[config.mk]
export PLATFORM = sky130hd
export DESIGN_NAME = sum_checked_frame_validator_core
export DESIGN_NICKNAME = d
export VERILOG_FILES = /design/src/rtl/core/scfv_pkg.sv /design/src/rtl/core/scfv_front.sv /design/src/rtl/core/scfv_queue.sv /design/src/rtl/core/scfv_back.sv /design/src/rtl/core/sum_checked_frame_validator_core.sv
export SDC_FILE = /design/constraint.sdc
export NUM_CORES = 1
export LEC_CHECK = 0
export BUFFER_PORTS_ARGS = -buffer_cell sky130_fd_sc_hd__buf_2
export CAP_MARGIN = 40
export CORE_MARGIN = 3
export CORE_UTILIZATION = 45
export DETAILED_ROUTE_END_ITERATION = 7
export PLACE_DENSITY = 0.63
export SYNTH_ARGS = -nofsm -noshare
export SYNTH_HDL_FRONTEND = slang
export SYNTH_SLANG_ARGS = --single-unit
[constraint.sdc]
create_clock -name clock -period 5.9 [get_ports clock]
set_input_delay 1.18 -clock clock [delete_from_list [all_inputs] [get_ports clock]]
set_output_delay 1.18 -clock clock [all_outputs]
set_load 0.05 [all_outputs]
[src/rtl/core/scfv_pkg.sv]
package scfv_pkg;

   // Longest frame accepted; longer frames are reported as too long
   localparam int MAX_FRAME = 1024;
   // Position counter saturates at MAX_FRAME, so it must hold that value
   localparam int POS_W     = $clog2(MAX_FRAME + 1);
   localparam int MIN_FRAME = 6;

   // Request queue between front and back
   localparam int QUEUE_DEPTH = 4;
   localparam int QPTR_W      = $clog2(QUEUE_DEPTH);
   localparam int QCNT_W      = $clog2(QUEUE_DEPTH + 1);

   // Register file
   localparam int CSR_ADDR_W = 4;
   localparam int CSR_DATA_W = 32;
   localparam logic [1:0] REG_HEAD = 2'd0;
   localparam logic [1:0] REG_TAIL = 2'd1;
   localparam logic [1:0] REG_FUNC = 2'd2;

   localparam logic [7:0]  HEAD_RESET = 8'h7E;
   localparam logic [15:0] TAIL_RESET = 16'h0D0A;
   localparam logic [7:0]  FUNC_RESET = 8'h04;

   // Verdict codes
   localparam logic [2:0] ST_OK    = 3'd0;
   localparam logic [2:0] ST_HEAD  = 3'd1;
   localparam logic [2:0] ST_TAIL  = 3'd2;
   localparam logic [2:0] ST_FUNC  = 3'd3;
   localparam logic [2:0] ST_SUM   = 3'd4;
   localparam logic [2:0] ST_SHORT = 3'd5;
   localparam logic [2:0] ST_LONG  = 3'd6;

   localparam int RSP_DATA_W = 40;

   typedef struct packed {
      logic [7:0]  head_byte;
      logic [15:0] tail_word;
      logic [7:0]  receive_function;
   } scfv_cfg_type;

   // One classified request, as queued from front to back
   typedef struct packed {
      logic [7:0] data;
      logic       last;
      logic       first;
      logic       at_len_hi;
      logic       at_len_lo;
      logic       at_func;
      logic       at_serial;
      logic       at_command;
      logic       sum_en;
      logic       short_frame;
      logic       long_frame;
   } scfv_item_type;

endpackage

[src/rtl/core/scfv_front.sv]
module scfv_front (
   input  logic                   clock,
   input  logic                   reset,
   input  logic                   req_tvalid,
   output logic                   req_tready,
   input  logic [7:0]             req_tdata,
   input  logic                   req_tlast,
   input  logic                   q_full,
   output logic                   q_push,
   output scfv_pkg::scfv_item_type q_item
);
   import scfv_pkg::*;

   logic [POS_W-1:0] pos_ff;
   logic [POS_W-1:0] pos_in;
   logic             accept;

   assign req_tready = !q_full;
   assign accept     = req_tvalid && req_tready;
   assign q_push     = accept;

   // Classify the request by its place in the frame
   always_comb begin
      q_item.data        = req_tdata;
      q_item.last        = req_tlast;
      q_item.first       = (pos_ff == POS_W'(0));
      q_item.at_len_hi   = (pos_ff == POS_W'(1));
      q_item.at_len_lo   = (pos_ff == POS_W'(2));
      q_item.at_func     = (pos_ff == POS_W'(3));
      q_item.at_serial   = (pos_ff == POS_W'(4));
      q_item.at_command  = (pos_ff == POS_W'(5));
      q_item.sum_en      = (pos_ff >= POS_W'(MIN_FRAME));
      q_item.short_frame = (pos_ff < POS_W'(MIN_FRAME - 1));
      q_item.long_frame  = (pos_ff >= POS_W'(MAX_FRAME));
   end

   // Advance the saturating position, restart after the last byte
   always_comb begin
      pos_in = pos_ff;
      if (accept) begin
         if (req_tlast) begin
            pos_in = '0;
         end else if (pos_ff < POS_W'(MAX_FRAME)) begin
            pos_in = pos_ff + POS_W'(1);
         end
      end
   end

   always_ff @(posedge clock) begin
      if (reset) begin
         pos_ff <= '0;
      end else begin
         pos_ff <= pos_in;
      end
   end

`ifndef ASSERT_OFF
   a_pos_restart: assert property (@(posedge clock) disable iff (reset)
      accept && req_tlast |=> pos_ff == '0)
      else $error("position not restarted after last byte");
`endif

endmodule

[src/rtl/core/scfv_queue.sv]
module scfv_queue (
   input  logic                   clock,
   input  logic                   reset,
   input  logic                   push,
   input  scfv_pkg::scfv_item_type push_item,
   output logic                   full,
   input  logic                   pop,
   output logic                   pop_valid,
   output scfv_pkg::scfv_item_type pop_item
);
   import scfv_pkg::*;

   scfv_item_type     slot_ff [QUEUE_DEPTH];
   logic [QPTR_W-1:0] wr_ptr_ff;
   logic [QPTR_W-1:0] wr_ptr_in;
   logic [QPTR_W-1:0] rd_ptr_ff;
   logic [QPTR_W-1:0] rd_ptr_in;
   logic [QCNT_W-1:0] count_ff;
   logic [QCNT_W-1:0] count_in;
   logic              do_pop;

   assign full      = (count_ff == QCNT_W'(QUEUE_DEPTH));
   assign pop_valid = (count_ff != '0);
   assign pop_item  = slot_ff[rd_ptr_ff];
   assign do_pop    = pop && pop_valid;

   // Advance pointers with wrap, track fill level
   always_comb begin
      wr_ptr_in = wr_ptr_ff;
      rd_ptr_in = rd_ptr_ff;
      count_in  = count_ff;
      if (push) begin
         wr_ptr_in = (wr_ptr_ff == QPTR_W'(QUEUE_DEPTH - 1)) ? '0 : wr_ptr_ff + QPTR_W'(1);
      end
      if (do_pop) begin
         rd_ptr_in = (rd_ptr_ff == QPTR_W'(QUEUE_DEPTH - 1)) ? '0 : rd_ptr_ff + QPTR_W'(1);
      end
      if (push && !do_pop) begin
         count_in = count_ff + QCNT_W'(1);
      end else if (do_pop && !push) begin
         count_in = count_ff - QCNT_W'(1);
      end
   end

   always_ff @(posedge clock) begin
      if (reset) begin
         wr_ptr_ff <= '0;
         rd_ptr_ff <= '0;
         count_ff  <= '0;
      end else begin
         wr_ptr_ff <= wr_ptr_in;
         rd_ptr_ff <= rd_ptr_in;
         count_ff  <= count_in;
      end
   end

   // Hold the queued requests
   always_ff @(posedge clock) begin
      if (push) begin
         slot_ff[wr_ptr_ff] <= push_item;
      end
   end

`ifndef ASSERT_OFF
   a_count_bound: assert property (@(posedge clock) disable iff (reset)
      count_ff <= QCNT_W'(QUEUE_DEPTH))
      else $error("queue fill level beyond depth");
   a_pop_drains: assert property (@(posedge clock) disable iff (reset)
      do_pop && !push |=> count_ff == $past(count_ff) - QCNT_W'(1))
      else $error("queue fill level not reduced by pop");
`endif

endmodule

[src/rtl/core/scfv_back.sv]
module scfv_back (
   input  logic                       clock,
   input  logic                       reset,
   input  scfv_pkg::scfv_cfg_type      cfg,
   input  logic                       q_valid,
   input  scfv_pkg::scfv_item_type     q_item,
   output logic                       q_pop,
   output logic                       rsp_tvalid,
   input  logic                       rsp_tready,
   output logic [scfv_pkg::RSP_DATA_W-1:0] rsp_tdata
);
   import scfv_pkg::*;

   logic [7:0]  sum_ff;
   logic [7:0]  sum_in;
   logic [7:0]  recent_ff [3];
   logic [7:0]  recent_in [3];
   logic        head_ok_ff;
   logic        head_ok_in;
   logic        func_ok_ff;
   logic        func_ok_in;
   logic [7:0]  serial_ff;
   logic [7:0]  serial_in;
   logic [7:0]  command_ff;
   logic [7:0]  command_in;
   logic [15:0] length_ff;
   logic [15:0] length_in;
   logic [2:0]  status;
   logic        out_free;
   logic        rsp_valid_ff;
   logic        rsp_valid_in;
   logic [RSP_DATA_W-1:0] rsp_data_ff;
   logic [RSP_DATA_W-1:0] rsp_data_in;

   // Take a request unless it ends a frame and the result slot is busy
   assign out_free = !rsp_valid_ff || rsp_tready;
   assign q_pop    = q_valid && (!q_item.last || out_free);

   // Update the frame state for the popped byte
   always_comb begin
      sum_in     = sum_ff;
      head_ok_in = head_ok_ff;
      func_ok_in = func_ok_ff;
      serial_in  = serial_ff;
      command_in = command_ff;
      length_in  = length_ff;
      recent_in  = recent_ff;
      if (q_item.first) begin
         serial_in  = '0;
         command_in = '0;
         length_in  = '0;
         head_ok_in = (q_item.data == cfg.head_byte);
      end
      if (q_item.at_len_hi) begin
         length_in = {q_item.data, 8'h00};
      end
      if (q_item.at_len_lo) begin
         length_in = {length_ff[15:8], q_item.data};
      end
      if (q_item.at_func) begin
         func_ok_in = (q_item.data == cfg.receive_function);
      end
      if (q_item.at_serial) begin
         serial_in = q_item.data;
      end
      if (q_item.at_command) begin
         command_in = q_item.data;
      end
      // Byte three places back joins the checksum
      if (q_item.sum_en) begin
         sum_in = sum_ff + recent_ff[2];
      end
      recent_in[2] = recent_ff[1];
      recent_in[1] = recent_ff[0];
      recent_in[0] = q_item.data;
   end

   // Pick the first failing check
   always_comb begin
      if (q_item.short_frame) begin
         status = ST_SHORT;
      end else if (q_item.long_frame) begin
         status = ST_LONG;
      end else if (!head_ok_ff) begin
         status = ST_HEAD;
      end else if ({recent_ff[0], q_item.data} != cfg.tail_word) begin
         status = ST_TAIL;
      end else if (!func_ok_ff) begin
         status = ST_FUNC;
      end else if (recent_ff[1] != sum_in) begin
         status = ST_SUM;
      end else begin
         status = ST_OK;
      end
   end

   // Load the result slot on a frame end, drop it once taken
   always_comb begin
      rsp_valid_in = rsp_valid_ff;
      rsp_data_in  = rsp_data_ff;
      if (q_pop && q_item.last) begin
         rsp_valid_in = 1'b1;
         rsp_data_in  = {5'd0, length_in, command_in, serial_in, status};
      end else if (rsp_tready) begin
         rsp_valid_in = 1'b0;
      end
   end

   always_ff @(posedge clock) begin
      if (reset) begin
         sum_ff       <= '0;
         recent_ff    <= '{default: '0};
         head_ok_ff   <= 1'b0;
         func_ok_ff   <= 1'b0;
         serial_ff    <= '0;
         command_ff   <= '0;
         length_ff    <= '0;
         rsp_valid_ff <= 1'b0;
      end else begin
         rsp_valid_ff <= rsp_valid_in;
         if (q_pop) begin
            serial_ff  <= serial_in;
            command_ff <= command_in;
            length_ff  <= length_in;
            if (q_item.last) begin
               sum_ff     <= '0;
               recent_ff  <= '{default: '0};
               head_ok_ff <= 1'b0;
               func_ok_ff <= 1'b0;
            end else begin
               sum_ff     <= sum_in;
               recent_ff  <= recent_in;
               head_ok_ff <= head_ok_in;
               func_ok_ff <= func_ok_in;
            end
         end
      end
   end

   always_ff @(posedge clock) begin
      rsp_data_ff <= rsp_data_in;
   end

   assign rsp_tvalid = rsp_valid_ff;
   assign rsp_tdata  = rsp_data_ff;

`ifndef ASSERT_OFF
   a_no_result_mid_frame: assert property (@(posedge clock) disable iff (reset)
      q_pop && !q_item.last && rsp_tready |=> !rsp_valid_ff)
      else $error("result raised for a byte inside a frame");
`endif

endmodule

[src/rtl/core/sum_checked_frame_validator_core.sv]
// Channel  Direction  Ports                Content
// req      in         req_tdata, req_tlast one frame byte; tlast on the final byte
// rsp      out        rsp_tdata            one verdict per frame
// csr      in/out     csr_p*               head byte, tail word, function code
//
// Takes one byte per cycle while the queue is not full; a byte is queued the
// cycle it is accepted. The back part pops the last byte from the queue head
// and, at the same edge, loads the verdict into the result register that drives rsp.
// A verdict waiting on rsp holds the next last byte at the queue head; the
// four-entry queue keeps taking bytes until it fills, then req_tready drops.
// Synchronous reset clears frame state and restores register defaults.
module sum_checked_frame_validator_core (
   input  logic                                clock,
   input  logic                                reset,
   input  logic                                req_tvalid,
   output logic                                req_tready,
   input  logic [7:0]                          req_tdata,   // [7:0] data_byte
   input  logic                                req_tlast,   // last_byte
   output logic                                rsp_tvalid,
   input  logic                                rsp_tready,
   // [2:0] status, [10:3] serial_number, [18:11] command_byte,
   // [34:19] declared_length, [39:35] zero
   output logic [scfv_pkg::RSP_DATA_W-1:0]     rsp_tdata,
   input  logic                                csr_psel,
   input  logic                                csr_penable,
   input  logic                                csr_pwrite,
   input  logic [scfv_pkg::CSR_ADDR_W-1:0]     csr_paddr,
   input  logic [scfv_pkg::CSR_DATA_W-1:0]     csr_pwdata,
   output logic [scfv_pkg::CSR_DATA_W-1:0]     csr_prdata,
   output logic                                csr_pready
);
   import scfv_pkg::*;

   scfv_cfg_type  cfg_ff;
   scfv_cfg_type  cfg_in;
   logic          csr_wr;
   logic [1:0]    reg_idx;
   logic          q_full;
   logic          q_push;
   scfv_item_type push_item;
   logic          q_pop;
   logic          q_valid;
   scfv_item_type pop_item;

   // Register file
   assign csr_pready = 1'b1;
   assign csr_wr     = csr_psel && csr_penable && csr_pwrite && csr_pready;
   assign reg_idx    = csr_paddr[3:2];

   always_comb begin
      cfg_in = cfg_ff;
      if (csr_wr) begin
         case (reg_idx)
            REG_HEAD: cfg_in.head_byte        = csr_pwdata[7:0];
            REG_TAIL: cfg_in.tail_word        = csr_pwdata[15:0];
            REG_FUNC: cfg_in.receive_function = csr_pwdata[7:0];
            default:  cfg_in = cfg_ff;
         endcase
      end
   end

   always_comb begin
      case (reg_idx)
         REG_HEAD: csr_prdata = {24'd0, cfg_ff.head_byte};
         REG_TAIL: csr_prdata = {16'd0, cfg_ff.tail_word};
         REG_FUNC: csr_prdata = {24'd0, cfg_ff.receive_function};
         default:  csr_prdata = '0;
      endcase
   end

   always_ff @(posedge clock) begin
      if (reset) begin
         cfg_ff.head_byte        <= HEAD_RESET;
         cfg_ff.tail_word        <= TAIL_RESET;
         cfg_ff.receive_function <= FUNC_RESET;
      end else begin
         cfg_ff <= cfg_in;
      end
   end

   scfv_front u_front (
      .clock      (clock),
      .reset      (reset),
      .req_tvalid (req_tvalid),
      .req_tready (req_tready),
      .req_tdata  (req_tdata),
      .req_tlast  (req_tlast),
      .q_full     (q_full),
      .q_push     (q_push),
      .q_item     (push_item)
   );

   scfv_queue u_queue (
      .clock     (clock),
      .reset     (reset),
      .push      (q_push),
      .push_item (push_item),
      .full      (q_full),
      .pop       (q_pop),
      .pop_valid (q_valid),
      .pop_item  (pop_item)
   );

   scfv_back u_back (
      .clock      (clock),
      .reset      (reset),
      .cfg        (cfg_ff),
      .q_valid    (q_valid),
      .q_item     (pop_item),
      .q_pop      (q_pop),
      .rsp_tvalid (rsp_tvalid),
      .rsp_tready (rsp_tready),
      .rsp_tdata  (rsp_tdata)
   );

endmodule
After elaboration in Yosys (flattened, before gate mapping)
Memory sizes are Yosys's and may differ from the RTL's. A register that Yosys moved wholly into a read port is not among the register bits.
Index checks and enable logic that the tools add are counted.
Widths: inputs -> output; s select.
{"block": "totals", "regBits": 152, "ram_bits": 72, "output_inout_bits": 75, "wordCells": 107, "mem_count": 1}
{"name": "u_queue.slot_ff", "words": 4, "word_bits": 18, "read_ports": 1, "rd_clocked_by_memory_dff": 1, "wr": 1, "line": "scfv_queue.sv:13", "rtl": "scfv_item_type slot_ff [QUEUE_DEPTH];"}
{"block": "op_classes", "addsub": 6, "magnitude_cmp": 4, "n_eq_ne": 14, "muxes": 32, "n_reduce_logical": 30}
{"cell": "$mux 16", "count": 3}
{"cell": "$mux 8", "count": 6}
{"cell": "$pmux 16 s3", "count": 1}
{"cell": "$mux 24", "count": 1}
{"cell": "$eq 11x2->1 const B", "count": 2}
{"cell": "$eq 11x3->1 const B", "count": 2}
{"cell": "$mux 11", "count": 2}
{"cell": "$mux 3", "count": 6}
{"cell": "$eq 8x8->1", "count": 2}
{"cell": "$ne 16x16->1", "count": 1}
{"cell": "$reduce_and 2->1", "count": 6}
{"cell": "$add 11x1->11 const B", "count": 1}
{"cell": "$eq 11x1->1 const B", "count": 1}
{"cell": "$ge 11x11->1 const B", "count": 1}
{"cell": "$ge 11x3->1 const B", "count": 1}
{"cell": "$logic_not 11->1", "count": 1}
{"cell": "$lt 11x11->1 const B", "count": 1}
{"cell": "$lt 11x3->1 const B", "count": 1}
{"cell": "$mux 2", "count": 5}
{"cell": "$reduce_bool 2->1", "count": 5}
{"cell": "$add 8x8->8", "count": 1}
{"cell": "$logic_and 1x1->1", "count": 8}
{"cell": "$mux 1", "count": 8}
{"cell": "$ne 8x8->1", "count": 1}
{"cell": "other kinds (11)", "count": 19}

Depth between registers and ports, before layout
{"block": "logic_depth", "ltp_word": 8, "ltp_mapped": 11, "depth_no_buf": 10}

Hierarchy
Synthesis repeated with hierarchy kept, for this count alone.
{"block": "unflattened", "cells_unflattened": 987, "hier_area_um2": 10631.4}
{"mod": "scfv_back", "instances": 1, "cells_each": 566, "area_each_um2": 5069.9, "seq_area_each_um2": 2392.3}
{"mod": "scfv_queue", "instances": 1, "cells_each": 138, "area_each_um2": 3096.7, "seq_area_each_um2": 2342.2}
{"mod": "sum_checked_frame_validator_core", "instances": 1, "cells_each": 189, "area_each_um2": 1722.9, "seq_area_each_um2": 640.6}
{"mod": "scfv_front", "instances": 1, "cells_each": 94, "area_each_um2": 742.0, "seq_area_each_um2": 220.2}

Worst setup path before layout
No wires, ideal clock.
{"block": "synth_path", "path_type": "input-to-output", "startpoint": "input port csr_paddr[3] (netlist name)", "endpoint": "output port csr_prdata[3] (netlist name)", "t_arrival_ps": 3099, "required_time_ps": 4720, "path_slack_ps": 1621, "path_stages": 4, "cell_sequence": "clkbuf_1 buf_1 mux2i_1 o21ai_0"}
{"block": "synth_via", "elab_chain_cells": 2, "elab_cells_between_ends": 4}
{"element": "start, declared", "line": "sum_checked_frame_validator_core.sv:27", "rtl": "input logic [scfv_pkg::CSR_ADDR_W-1:0] csr_paddr,"}
{"element": "$eq 2x2->1 (tied with other cells)", "line": "sum_checked_frame_validator_core.sv:63", "rtl": "case (reg_idx)"}
{"element": "$pmux 16 s3 *", "line": "sum_checked_frame_validator_core.sv:63"}
{"element": "end, declared", "line": "sum_checked_frame_validator_core.sv:29", "rtl": "output logic [scfv_pkg::CSR_DATA_W-1:0] csr_prdata,"}
Mark *: on every way between the ends. The rest lies on a longest branch, timed or not.

Final worst setup path
Ends and elaborated chain as after synthesis.

==> impl_metrics.tcl <==
set metrics [dict create \
    vias_per_cell 5.35 \
    cts_buffers 25 \
    die_y_um 155 \
    place_congestion 0.859 \
    netlist-cell-type-count 66 \
    hold_buffers 0 \
    ios 127 \
    fin_crit_sh_pct 59.9 \
    worst_ep_arrival_time_ps 2360 \
    seqCellArea_um2 5600 \
    power.total_mw 5.59 \
    track_usage_pct 17.6 \
    cts_resized 0 \
    ys_ff_latch 226 \
    fin_tns_setup_ps 0 \
    netlist_top_cells_area "edfxtp_1 32%, dfxtp_1 24%, nand2_1 4.8%, a21oi_1 3.5%, nor2_1 2.7%" \
    r2r_slack_ps 2840 \
    synth_top_cell_by_area "edfxtp_1" \
    dpl-instance-area_um2 10600 \
    hold_slack_ps 453 \
    yosys_warnings 0 \
    r2r_cells 11 \
    finalWorstSetupSlack_ps 2360 \
    grt_max_degree 81 \
    synthFlopType "dfxtp_1" \
    crit_chain "buf_2 -> nor2b_1 -> buf_4 -> nand2_1 -> o21ai_0 -> buf_2" \
    layout.cells.non_filler 1274 \
    die_x_um 155 \
    place_ws_ps 2370 \
    hold_viol_final 0 \
    coreArea_um2 21400 \
    final-setup-viol-count 0 \
    grt_pass1_vias 6391 \
    drv_cap 0 \
    hpwl_um 14100 \
    drc 0 \
    fillers 1883 \
    ant_nets 0 \
    dp.cells 1229 \
    cp_common_cell "buf_2" \
    cts_setup_buffers 0 \
    path_max_fanout 20 \
    first_pass_iters 5 \
    drt_iter0_markers 552 \
    insertion_delay_ps 510 \
    p_leak_nw 4.18 \
    end_kind "output port" \
    drt_wl_total_um 21300 \
    period_minus_slack_ps 3540 \
    fin_area_um2 11300 \
    fin_skew_ps 10.4 \
    grt_pass1_wl_um 34600 \
    critPathTopFamily "buffers and inverters" \
    die-area_um2 24100 \
    whs_path_depth 2 \
    cts_sinks 226 \
    synth_area_per_cell_um2 11.0 \
    slew_violations 0 \
    rows 53 \
    max_stage_delay_ps 300 \
    synth-edff-count 107 \
    synthArstFlopShare_pct 0 \
    antenna_found_initial 0 \
    avgRoutedWirePerCell_um 16.7 \
    power_density_nw_per_um2 495 \
    timing.rr.end "u_queue.count_ff[2]$_SDFFE_PP0P_" \
    status "complete, no violations" \
    drive_above_1_share_pct 16.1 \
    numPortBuffers 86 \
    hp-start "u_back.length_ff[3]$_SDFFE_PP0P_" \
    yosysSeqAreaShare_pct 55.9 \
    cts_max_path_buffers 3 \
    synth.most_common_cell "nand2_1" \
    num_antenna_cells 0 \
    cp_slowest_cell "buf_2" \
    synthesis.area_um2 10000 \
    critPathKind "in2out" \
    ctsHtreeMaxLevel 1 \
    root_buffer "clkbuf_16" \
    start_util_pct 46.7 \
    final_net_count 1053 \
    fin_util_pct 52.8 \
    rsz0062_at_grt "false" \
    min_to "u_back.length_ff[3]$_SDFFE_PP0P_" \
    area_growth_pct 12.9 \
    hp-class "reg2reg" \
    max_slew_margin_pct 43.6 \
    crit_start "csr_paddr[3]" \
    cts_tree "done" \
    required_ps 4720 \
    worstMarginPinSlew_ps 846 \
    synth_common_cells "129 x nand2_1, 119 x dfxtp_1, 107 x edfxtp_1" \
    multi_input_area_um2 3990 \
    max_freq_mhz 283 \
    overflow 0 \
    cp-start-kind "input pin" \
    ir_worst_vdd_v 0.000307 \
    synth_top_area_share_pct 32.1 \
    vias 6822 \
    crit_buf_inv 3 \
    synth_cells 908 \
    cts.clk_slew.worst_paths_ps 60 \
]
[final cells by class]
type | count | share of cell area (%)
flip-flops and latches | 226 | 49.5
multi-input cells | 611 | 35.3
clock buffers | 33 | 5.80
repair buffers | 101 | 5.16
well taps | 275 | 3.04
clock inverters | 11 | 0.587
inverters | 17 | 0.565
[state kept, by name (all words and copies together), names as in the netlist, named ones only]
register	flops
u_back.func_ok_ff	1
u_back.command_ff	8
u_queue.wr_ptr_ff	2
u_back.rsp_tdata	35
u_back.rsp_tvalid	1
u_back.length_ff	16
cfg_ff	32
u_back.head_ok_ff	1
u_queue.rd_ptr_ff	2
u_back.recent_ff	24
u_queue.slot_ff	72
u_front.pos_ff	11
u_back.sum_ff	8
u_queue.count_ff	3
u_back.serial_ff	8
[worst max-delay path by stage]
stage / end / cells past startpoint
6_report: csr_prdata[3] / 6
4_1_cts: csr_prdata[3] / 6
2_1_floorplan: csr_prdata[3] / 4
3_5_place_dp: csr_prdata[3] / 6
3_3_place_gp: csr_prdata[3] / 5
5_1_grt: csr_prdata[6] / 6
[layout by cell type, fill, tap and decap left out, types with 3 or more instances in the layout]
| master | instances |
|---|---|
| nand2_1 | 129 |
| dfxtp_1 | 119 |
| edfxtp_1 | 107 |
| buf_2 | 87 |
| nor2_1 | 73 |
| a21oi_1 | 70 |
| a22oi_1 | 31 |
| xnor2_1 | 29 |
| o21ai_0 | 25 |
| clkbuf_16 | 25 |
| conb_1 | 22 |
| a22o_1 | 21 |
| mux2i_1 | 20 |
| xor2_1 | 19 |
| and2_1 | 18 |
| nand3_1 | 18 |
| ha_1 | 17 |
| inv_1 | 15 |
| mux4_2 | 12 |
| nor2b_1 | 11 |
| nand4_1 | 10 |
| buf_4 | 10 |
| or3_1 | 8 |
| nand3b_1 | 8 |
| clkbuf_1 | 8 |
| a211o_1 | 7 |
| mux4_1 | 6 |
| nor3_1 | 6 |
| clkinv_2 | 5 |
| a211oi_1 | 4 |
| nor4_1 | 4 |
| clkinv_1 | 3 |
| a22o_2 | 3 |
| and3_1 | 3 |
| o21bai_1 | 3 |
| buf_8 | 3 |
[metal layers]
layer | GRT usage, % | share of wire (%) | vias to the layer above
met3 | 2.70 | 4.5 | 33
met5 | 0 | 0 | -
li1 | - | - | 3367
met1 | 24.9 | 45 | 3276
met2 | 28.8 | 48 | 146
met4 | 4.38 | 2.1 | 0
[power by group]
part	switching [mW]	total [mW]	internal, mW
clock	0.593	1.38	0.783
combinational	1.49	2.10	0.609
sequential	0.115	2.12	2.00
[cell families after synthesis]
logic type / Yosys count / synth area share [%]
AOI/OAI and AO/OA: 186 / 12.3
xor gates and xnor gates: 49 / 4.36
adders and majority gates: 19 / 2.52
buffers and inverters: 91 / 5.00
DFF: 226 / 55.9
muxes: 38 / 6.27
other: 2 / 0.0750
and+or+nand+nor: 297 / 13.5
[tightest hold or removal path: cells and delay by family, from the launching register on]
family,cells,cell delay (ps)
DFF,1,310
AOI/OAI and AO/OA,1,50
and+or+nand+nor,1,50
Power figures use the tool's default switching activity.
